--- src/hdl/etpq_pkg.sv ---
`timescale 1ns / 1ps
// shared types and constants for the event time priority queue
// no dependencies

package etpq_pkg;

    localparam int DEFAULT_QUEUE_DEPTH = 16;
    localparam int TIME_W              = 32;
    localparam int JOB_W               = 16;
    localparam int KIND_W              = 3;
    localparam int COUNT_OUT_W         = 5;
    localparam int STATUS_W            = 2;

    localparam logic OP_PUSH = 1'b0;
    localparam logic OP_POP  = 1'b1;

    localparam logic [STATUS_W-1:0] STATUS_OK    = 2'd0;
    localparam logic [STATUS_W-1:0] STATUS_FULL  = 2'd1;
    localparam logic [STATUS_W-1:0] STATUS_EMPTY = 2'd2;

    typedef struct packed {
        logic [TIME_W-1:0] ev_time;
        logic [JOB_W-1:0]  job_id;
        logic [KIND_W-1:0] event_kind;
    } t_entry;

    typedef struct packed {
        logic push;
        logic pop;
    } t_cell_ctl;

endpackage

--- src/hdl/etpq_if.sv ---
`timescale 1ns / 1ps
// valid/ready channel interfaces for command and result beats
// depends on etpq_pkg

interface etpq_in_if;
    logic                         valid;
    logic                         ready;
    logic                         operation;
    logic [etpq_pkg::TIME_W-1:0]  ev_time;
    logic [etpq_pkg::JOB_W-1:0]   job_id;
    logic [etpq_pkg::KIND_W-1:0]  event_kind;

    modport source (output valid, operation, ev_time, job_id, event_kind, input ready);
    modport sink   (input valid, operation, ev_time, job_id, event_kind, output ready);
endinterface

interface etpq_out_if;
    logic                            valid;
    logic                            ready;
    logic [etpq_pkg::TIME_W-1:0]     head_time;
    logic [etpq_pkg::JOB_W-1:0]      head_job;
    logic [etpq_pkg::KIND_W-1:0]     head_kind;
    logic                            head_valid;
    logic [etpq_pkg::COUNT_OUT_W-1:0] entry_count;
    logic [etpq_pkg::STATUS_W-1:0]   status;

    modport source (output valid, head_time, head_job, head_kind, head_valid, entry_count,
                    status, input ready);
    modport sink   (input valid, head_time, head_job, head_kind, head_valid, entry_count,
                    status, output ready);
endinterface

--- src/hdl/etpq_cell.sv ---
`timescale 1ns / 1ps
// one slot of the sorted chain: holds an entry, compares against the pushed time
// and shifts toward the tail on insert or toward the head on pop; depends on etpq_pkg

module etpq_cell (
    input  logic                i_clk,
    input  etpq_pkg::t_cell_ctl i_ctl,
    input  etpq_pkg::t_entry    i_new_entry,
    input  logic                i_is_head,
    input  logic                i_occupied,
    input  logic                i_prev_ge,
    input  etpq_pkg::t_entry    i_prev_entry,
    input  etpq_pkg::t_entry    i_next_entry,
    output logic                o_ge,
    output etpq_pkg::t_entry    o_entry
);

    etpq_pkg::t_entry r_entry;
    etpq_pkg::t_entry n_entry;
    logic             later;

    // head only yields to a strictly later time, others to a not-earlier one
    assign later = i_is_head ? (r_entry.ev_time >  i_new_entry.ev_time)
                             : (r_entry.ev_time >= i_new_entry.ev_time);
    assign o_ge    = !i_occupied || later;
    assign o_entry = r_entry;

    always_comb begin
        n_entry = r_entry;
        if (i_ctl.push) begin
            if (i_prev_ge) begin
                n_entry = i_prev_entry;
            end else if (o_ge) begin
                n_entry = i_new_entry;
            end
        end else if (i_ctl.pop) begin
            n_entry = i_next_entry;
        end
    end

    always_ff @(posedge i_clk) begin
        r_entry <= n_entry;
    end

endmodule

--- src/hdl/event_time_priority_queue_core.sv ---
`timescale 1ns / 1ps
// top level of the event time priority queue: chain of etpq_cell slots, fill count and
// result register; depends on etpq_pkg, etpq_if and etpq_cell
// a result beat is registered and valid in the cycle after its command beat is accepted
// throughput: one push or pop per cycle; all slots of the chain update on the same edge
// a new command waits only while a result beat is held back by the sink
// reset: synchronous active low, clears fill count and result valid; slots are not cleared

module event_time_priority_queue_core #(
    parameter int QUEUE_DEPTH = etpq_pkg::DEFAULT_QUEUE_DEPTH
) (
    input  logic                i_clk,
    input  logic                i_rst_n,
    etpq_in_if.sink             i_cmd,
    etpq_out_if.source          o_res
);

    localparam int CNT_W = $clog2(QUEUE_DEPTH + 1);

    logic [CNT_W-1:0]                r_count;
    logic [CNT_W-1:0]                n_count;
    logic                            r_out_valid;
    logic [etpq_pkg::STATUS_W-1:0]   r_status;
    logic [etpq_pkg::STATUS_W-1:0]   n_status;

    logic                            accept;
    logic                            is_full;
    logic                            q_empty;
    etpq_pkg::t_cell_ctl             ctl;
    etpq_pkg::t_entry                new_entry;

    etpq_pkg::t_entry                cell_entry [QUEUE_DEPTH];
    logic                            cell_ge    [QUEUE_DEPTH];

    assign i_cmd.ready = !r_out_valid || o_res.ready;
    assign accept      = i_cmd.valid && i_cmd.ready;
    assign is_full     = (r_count == CNT_W'(QUEUE_DEPTH));
    assign q_empty     = (r_count == '0);

    assign new_entry = {i_cmd.ev_time, i_cmd.job_id, i_cmd.event_kind};

    assign ctl = '{push: accept && (i_cmd.operation == etpq_pkg::OP_PUSH) && !is_full,
                   pop:  accept && (i_cmd.operation == etpq_pkg::OP_POP) && !q_empty};

    genvar gi;
    generate
        for (gi = 0; gi < QUEUE_DEPTH; gi++) begin : g_cell
            etpq_cell u_cell (
                .i_clk        (i_clk),
                .i_ctl        (ctl),
                .i_new_entry  (new_entry),
                .i_is_head    (gi == 0),
                .i_occupied   (r_count > CNT_W'(gi)),
                .i_prev_ge    ((gi == 0) ? 1'b0 : cell_ge[(gi == 0) ? 0 : gi - 1]),
                .i_prev_entry (cell_entry[(gi == 0) ? 0 : gi - 1]),
                .i_next_entry (cell_entry[(gi == QUEUE_DEPTH - 1) ? gi : gi + 1]),
                .o_ge         (cell_ge[gi]),
                .o_entry      (cell_entry[gi])
            );
        end
    endgenerate

    always_comb begin
        n_count  = r_count;
        n_status = r_status;
        if (accept) begin
            n_status = etpq_pkg::STATUS_OK;
            case (i_cmd.operation)
                etpq_pkg::OP_PUSH: begin
                    if (is_full) begin
                        n_status = etpq_pkg::STATUS_FULL;
                    end else begin
                        n_count = r_count + CNT_W'(1);
                    end
                end
                etpq_pkg::OP_POP: begin
                    if (q_empty) begin
                        n_status = etpq_pkg::STATUS_EMPTY;
                    end else begin
                        n_count = r_count - CNT_W'(1);
                    end
                end
                default: begin
                    n_count = r_count;
                end
            endcase
        end
    end

    always_ff @(posedge i_clk) begin
        if (!i_rst_n) begin
            r_count     <= '0;
            r_out_valid <= 1'b0;
        end else begin
            r_count <= n_count;
            if (accept) begin
                r_out_valid <= 1'b1;
            end else if (o_res.ready) begin
                r_out_valid <= 1'b0;
            end
        end
    end

    always_ff @(posedge i_clk) begin
        r_status <= n_status;
    end

    assign o_res.valid       = r_out_valid;
    assign o_res.head_valid  = !q_empty;
    assign o_res.head_time   = q_empty ? '0 : cell_entry[0].ev_time;
    assign o_res.head_job    = q_empty ? '0 : cell_entry[0].job_id;
    assign o_res.head_kind   = q_empty ? '0 : cell_entry[0].event_kind;
    assign o_res.entry_count = etpq_pkg::COUNT_OUT_W'(r_count);
    assign o_res.status      = r_status;

`ifndef SYNTHESIS
    a_count_bound: assert property (@(posedge i_clk) disable iff (!i_rst_n)
        r_count <= CNT_W'(QUEUE_DEPTH))
        else $error("fill count beyond depth");

    a_hold_on_stall: assert property (@(posedge i_clk) disable iff (!i_rst_n)
        (r_out_valid && !o_res.ready) |-> !i_cmd.ready)
        else $error("command taken while result beat stalled");

    a_pop_count: assert property (@(posedge i_clk) disable iff (!i_rst_n)
        ctl.pop |=> (r_count == $past(r_count) - CNT_W'(1)))
        else $error("pop did not decrement count");

    a_full_drop: assert property (@(posedge i_clk) disable iff (!i_rst_n)
        (accept && (i_cmd.operation == etpq_pkg::OP_PUSH) && is_full)
        |=> (is_full && (r_status == etpq_pkg::STATUS_FULL)))
        else $error("push into full queue not dropped");
`endif

endmodule
--- src/flat_wrapper.sv ---
// flat-port wrapper written by rule: the top's interface ports become plain ports
module event_time_priority_queue_core_flat 
#(
    parameter int QUEUE_DEPTH = etpq_pkg::DEFAULT_QUEUE_DEPTH
)
  (i_clk, i_rst_n, i_cmd_valid, i_cmd_operation, i_cmd_ev_time, i_cmd_job_id, i_cmd_event_kind, i_cmd_ready, o_res_valid, o_res_head_time, o_res_head_job, o_res_head_kind, o_res_head_valid, o_res_entry_count, o_res_status, o_res_ready);
  etpq_in_if i_cmd_i ();
  etpq_out_if o_res_i ();
  input  logic i_clk;
  input  logic i_rst_n;
  input wire logic [$bits(i_cmd_i.valid)-1:0] i_cmd_valid;
  input wire logic [$bits(i_cmd_i.operation)-1:0] i_cmd_operation;
  input wire logic [$bits(i_cmd_i.ev_time)-1:0] i_cmd_ev_time;
  input wire logic [$bits(i_cmd_i.job_id)-1:0] i_cmd_job_id;
  input wire logic [$bits(i_cmd_i.event_kind)-1:0] i_cmd_event_kind;
  output wire logic [$bits(i_cmd_i.ready)-1:0] i_cmd_ready;
  output wire logic [$bits(o_res_i.valid)-1:0] o_res_valid;
  output wire logic [$bits(o_res_i.head_time)-1:0] o_res_head_time;
  output wire logic [$bits(o_res_i.head_job)-1:0] o_res_head_job;
  output wire logic [$bits(o_res_i.head_kind)-1:0] o_res_head_kind;
  output wire logic [$bits(o_res_i.head_valid)-1:0] o_res_head_valid;
  output wire logic [$bits(o_res_i.entry_count)-1:0] o_res_entry_count;
  output wire logic [$bits(o_res_i.status)-1:0] o_res_status;
  input wire logic [$bits(o_res_i.ready)-1:0] o_res_ready;
  assign i_cmd_i.valid = i_cmd_valid;
  assign i_cmd_i.operation = i_cmd_operation;
  assign i_cmd_i.ev_time = i_cmd_ev_time;
  assign i_cmd_i.job_id = i_cmd_job_id;
  assign i_cmd_i.event_kind = i_cmd_event_kind;
  assign i_cmd_ready = i_cmd_i.ready;
  assign o_res_valid = o_res_i.valid;
  assign o_res_head_time = o_res_i.head_time;
  assign o_res_head_job = o_res_i.head_job;
  assign o_res_head_kind = o_res_i.head_kind;
  assign o_res_head_valid = o_res_i.head_valid;
  assign o_res_entry_count = o_res_i.entry_count;
  assign o_res_status = o_res_i.status;
  assign o_res_i.ready = o_res_ready;
  event_time_priority_queue_core #(.QUEUE_DEPTH(QUEUE_DEPTH)) u_core (.i_clk(i_clk), .i_rst_n(i_rst_n), .i_cmd(i_cmd_i), .o_res(o_res_i));
endmodule
--- config.mk ---
export PLATFORM = sky130hd
export DESIGN_NAME = event_time_priority_queue_core_flat
export DESIGN_NICKNAME = d
export VERILOG_FILES = /design/src/hdl/etpq_pkg.sv /design/src/hdl/etpq_if.sv /design/src/hdl/etpq_cell.sv /design/src/hdl/event_time_priority_queue_core.sv /design/src/flat_wrapper.sv
export SDC_FILE = /design/constraint.sdc
export NUM_CORES = 2
export LEC_CHECK = 0
export CORE_UTILIZATION = 45
export CTS_CLUSTER_DIAMETER = 50
export DETAILED_ROUTE_END_ITERATION = 10
export DONT_BUFFER_PORTS = 1
export HOLD_SLACK_MARGIN = 0.02
export SKIP_LAST_GASP = 1
export SYNTH_ARGS = -nofsm -noshare
export SYNTH_HDL_FRONTEND = slang
export SYNTH_SLANG_ARGS = --single-unit
--- constraint.sdc ---
create_clock -name i_clk -period 8.1 [get_ports i_clk]
set_input_delay 1.215 -clock i_clk [delete_from_list [all_inputs] [get_ports i_clk]]
set_output_delay 1.215 -clock i_clk [all_outputs]
set_load 0.05 [all_outputs]
==> results.md <==
- The full die area is approximately 120000 µm².
- Of the total power, the clock network draws 37.0%.
- After floorplanning, the core was divided into approximately 120 placement rows.
- The number of flip-flops and latches in the synthesized netlist is 824.
- The total buffers and inverters traversed by the critical path is 3.
- The clock latency on the worst-skew pair is around 0.73 ns.
- After clock tree synthesis, the flow added hold-fix buffers numbering 0.
- The signal on the critical path passes through inv_1 -> ha_1 -> and4_1 -> a221oi_1 -> o2111ai_1 -> a21oi_4 -> buf_4 -> a31oi_4 -> buf_4.
- The net switching power of the design is around 4.6 mW.
- For this run, the register share of the synthesized area comes to between 40 and 50%.
- The H-tree level count is 3.
- Summing all placed instances gives a cell area of ~54000 µm².
- The all-layer global routing usage is approximately 28%.
- The average size of a mapped cell is ~11 µm².
- The most numerous cell type found on the critical path is sky130_fd_sc_hd__buf_4.
- The pin count of the biggest net entering global routing is around 260.
- The average wire per cell in the routed design is between 20 and 30 µm.
- Grouping stages by cell kind, the critical path spends the most delay in compound AO/OA/AOI/OAI gates.
- The library cell used most frequently in the layout, excluding fill and tap cells, is sky130_fd_sc_hd__edfxtp_1.
- In the routed design, unresolved DRC markers number 0.
- The number of DRC markers after the initial detailed-route iteration is 3809.
- The detail route stage leaves a number of antenna-violating nets equal to 0.
- The classification of the worst-slack hold path is register to register.
- Setup repair after global routing left no endpoint under its margin.
- The count of mapped cells out of synthesis is roughly 5000.
- Clock tree synthesis inserted a total of between 100 and 150 buffers.
- The number of warnings issued by yosys is 0.
- On the critical path, the stage with the largest delay is an instance of sky130_fd_sc_hd__a221oi_1.
- The overall overflow remaining after global route is 0.
- The count of different cell masters after synthesis is 65.
- The number of diodes is 0.
- During I/O placement, the number of pins put on the boundary was roughly 120.
- Registers are responsible for between 40 and 50% of the overall power.
- The setup path with the least slack is of type input port to register.
- The area of the mapped netlist is 52530 µm².
- STA classifies the critical path startpoint as an input port.
- The final period demand of the worst path is 5.562 ns.
- The aggregate routed wire length is around 160 mm.
- The flow ran to the end, and the final reports show no timing, DRC or antenna violations.
- Of the total power, combinational logic draws between 20% and 30%.
- TritonCTS built the clock tree.
- After layout, the worst path uses approximately two thirds of the clock period.
- The synthesis-to-layout area growth is 10.33%.
- The switching part of the total power is between 30% and 40%.
- The number of sinks on the clock net is just over 800.
- The count of final max-slew check failures is 0.
- On the worst path, the slowest cell contributes a delay of roughly 1.2 ns.
- The floorplan step set the die height to about 340 µm.
- The fraction of registers with async set or reset after synthesis is 0%.
- The via count of the routed design is 39410.
- The library cell used as clock root buffer is sky130_fd_sc_hd__clkbuf_16.
- At the end of the flow, the number of nets in the layout was around 5400.
- The highest attainable clock frequency is between 0.15 and 0.2 GHz.
- The clock passes through at most 3 buffers.
- The final setup TNS is 0 ns.
- The number of gates resized after CTS was 0.
- In this run the tightest slew margin relative to its limit is under 10%.
- The number of global-route vias before repair is 38100.
- Cell internal power was estimated by the tool at about 9.5 mW.
- Across the VDD grid, the largest voltage drop is 0.2006 mV.
- In the post-synthesis netlist, the biggest area contributors are sky130_fd_sc_hd__edfxtp_1, sky130_fd_sc_hd__ha_1, sky130_fd_sc_hd__mux2i_1.
- The analysis attributes to cell leakage a power of ~23 nW.
- The share of the synthesized area in the top cell type is 46.76%.
- Setup violations remaining at the end of the flow were counted as 0.
- The tool flagged a number of max-cap violations equal to 0.
- Dividing total power by cell area gives a power density of 243.3 nW/µm².
- The type of element capturing the critical path is a register.
- The share of cells above drive strength 1 is under 10%.
- The ratio of routed vias to standard cells is between 6 and 7.
- The number of buffers added for setup after CTS is 0.
- The sum of net half-perimeters after detailed placement is approximately 110 mm.
- The clock skew is between 0.03 and 0.04 ns.
- The number of iterations in the first detailed-routing pass is 8.
- The worst-path maximum fanout is 31.
- The number of antenna violations at the first check in global routing was 4.
- Counting every net in the synthesized netlist gives 5552.
- The count of flip-flops with a built-in enable after synthesis is approximately 800.
- For the pin with the worst max-slew slack, the measured transition is 1.469 ns.
- In this run the tool buffered the top-level ports with 0 buffer cells.
- In the synthesized netlist the dominant register cell turns out to be sky130_fd_sc_hd__edfxtp_1.
- For this configuration, the core starts out at a cell density of between 40% and 50%.
- For the worst setup path, the data required time is approximately 8.5 ns.
- In the layout the commonest cells are sky130_fd_sc_hd__edfxtp_1, sky130_fd_sc_hd__nand2_1, sky130_fd_sc_hd__mux2i_1.
- The global placer's final weighted congestion is approximately 0.95.
- The wire length of the first global-routing pass is 246.5 mm.
- From left edge to right edge, the die measures around 340 µm.
- The count of final hold-check violations is 0.
- The final non-filler cell area is between 50000 and 60000 µm².
- The clock-pin transition on the worst setup and hold timing paths is 0.06 ns.
- The total core area is approximately 110000 µm².
- Summed over all instances, the cell type with the most area after synthesis is sky130_fd_sc_hd__edfxtp_1.
- The arrival time of the worst setup path is 5.93 ns.
[power by group through the flow]
stage / logic (mW) / clock network (mW) / registers (mW)
floorplan: 2.18 / 0 / 5.75
global route: 3.32 / 5.45 / 5.90
detailed placement: 2.99 / 0 / 5.92
global placement: 2.93 / 0 / 5.93
finish: 3.02 / 5.22 / 5.86
CTS: 3.00 / 5.29 / 5.84
[worst min-delay path: cells and delay by family (launching register included)]
kind | cells | cell delay [ns]
DFF | 1 | 0.32
AOI/OAI and AO/OA | 1 | 0.06
and+or+nand+nor | 1 | 0.04
[per-stage QoR]
stage	util (%)	setup WS [ns]	instances	power [mW]	hold slack, ns
final	50.42	2.538	6461	14.10	0.5216
after global routing	50.42	2.529	6461	14.66	0.5483
after floorplan	-	0.6771	4979	7.934	0.5027
after CTS	50.42	2.639	6461	14.14	0.5201
after detailed placement	47.01	1.877	6245	8.914	0.5240
after global placement	47.00	1.885	6245	8.853	0.5068
[cells by family (layout without fill, tap and decap cells)]
logic type,Yosys count,count (layout),share of synthesized area [%]
fa+ha+maj,517,517,12.31
buf+inv,410,380,3.463
compound gates,1286,1286,13.60
xor+xnor,3,3,0.05002
flops,824,824,46.99
mux,691,691,13.29
simple gates,1248,1248,10.31
[final timing paths]
path              slack (ns)                                   to                           startpoint  cells past startpoint
setup / recovery        2.54  u_core.g_cell[2].u_cell.o_entry[16]                    i_cmd_ev_time[20]                      9
hold / removal          0.52  u_core.g_cell[14].u_cell.o_entry[9]  u_core.g_cell[15].u_cell.o_entry[9]                      2
setup reg to reg        3.00  u_core.g_cell[2].u_cell.o_entry[16]  u_core.g_cell[2].u_cell.o_entry[38]                      9
hold reg to reg         0.52  u_core.g_cell[14].u_cell.o_entry[9]  u_core.g_cell[15].u_cell.o_entry[9]                      2
[flip-flops by register name, summed over array words and instances, names as in the netlist]
name and cells:
u_core.g_cell.u_cell.o_entry 816, u_core.o_res.entry_count 5, u_core.o_res.status 2, u_core.o_res.valid 1
[final cells by class]
type | count | area (µm²)
Clock buffer | 129 | 2952
Clock inverter | 87 | 968.4
Fill cell | 10450 | 57000
Inverter | 69 | 259.0
Multi-Input combinational cell | 3745 | 26420
Sequential cell | 824 | 24680
Tap cell | 1512 | 1892
Timing Repair Buffer | 95 | 788.3
[synth_stat cells, drive strengths merged, types with 8 or more instances]
master and count:
o211ai 37, nand3 62, clkbuf 217, a221o 8, o21a 11, a221oi 13
nand4 72, ha 517, a31oi 67, edfxtp 818, nor2b 22, and4 21
buf 124, a211oi 23, a2111oi 9, nor3 26, mux2i 641, a21o 53
nand2 701, nor4 10, and2 58, mux2 50, o21ai 676, nand2b 15
inv 69, nor2 240, a211o 9, a21oi 345
[layer usage]
metal / GRT usage, % / share of wire, % / vias up
met4: 9.120 / 3.3 / 0
met1: 39.46 / 46 / 19290
met2: 41.22 / 43 / 1476
li1: - / - / 18400
met3: 5.791 / 8.1 / 238
met5: 0 / 0 / -
No activity file was read; power rests on OpenSTA's default activity.
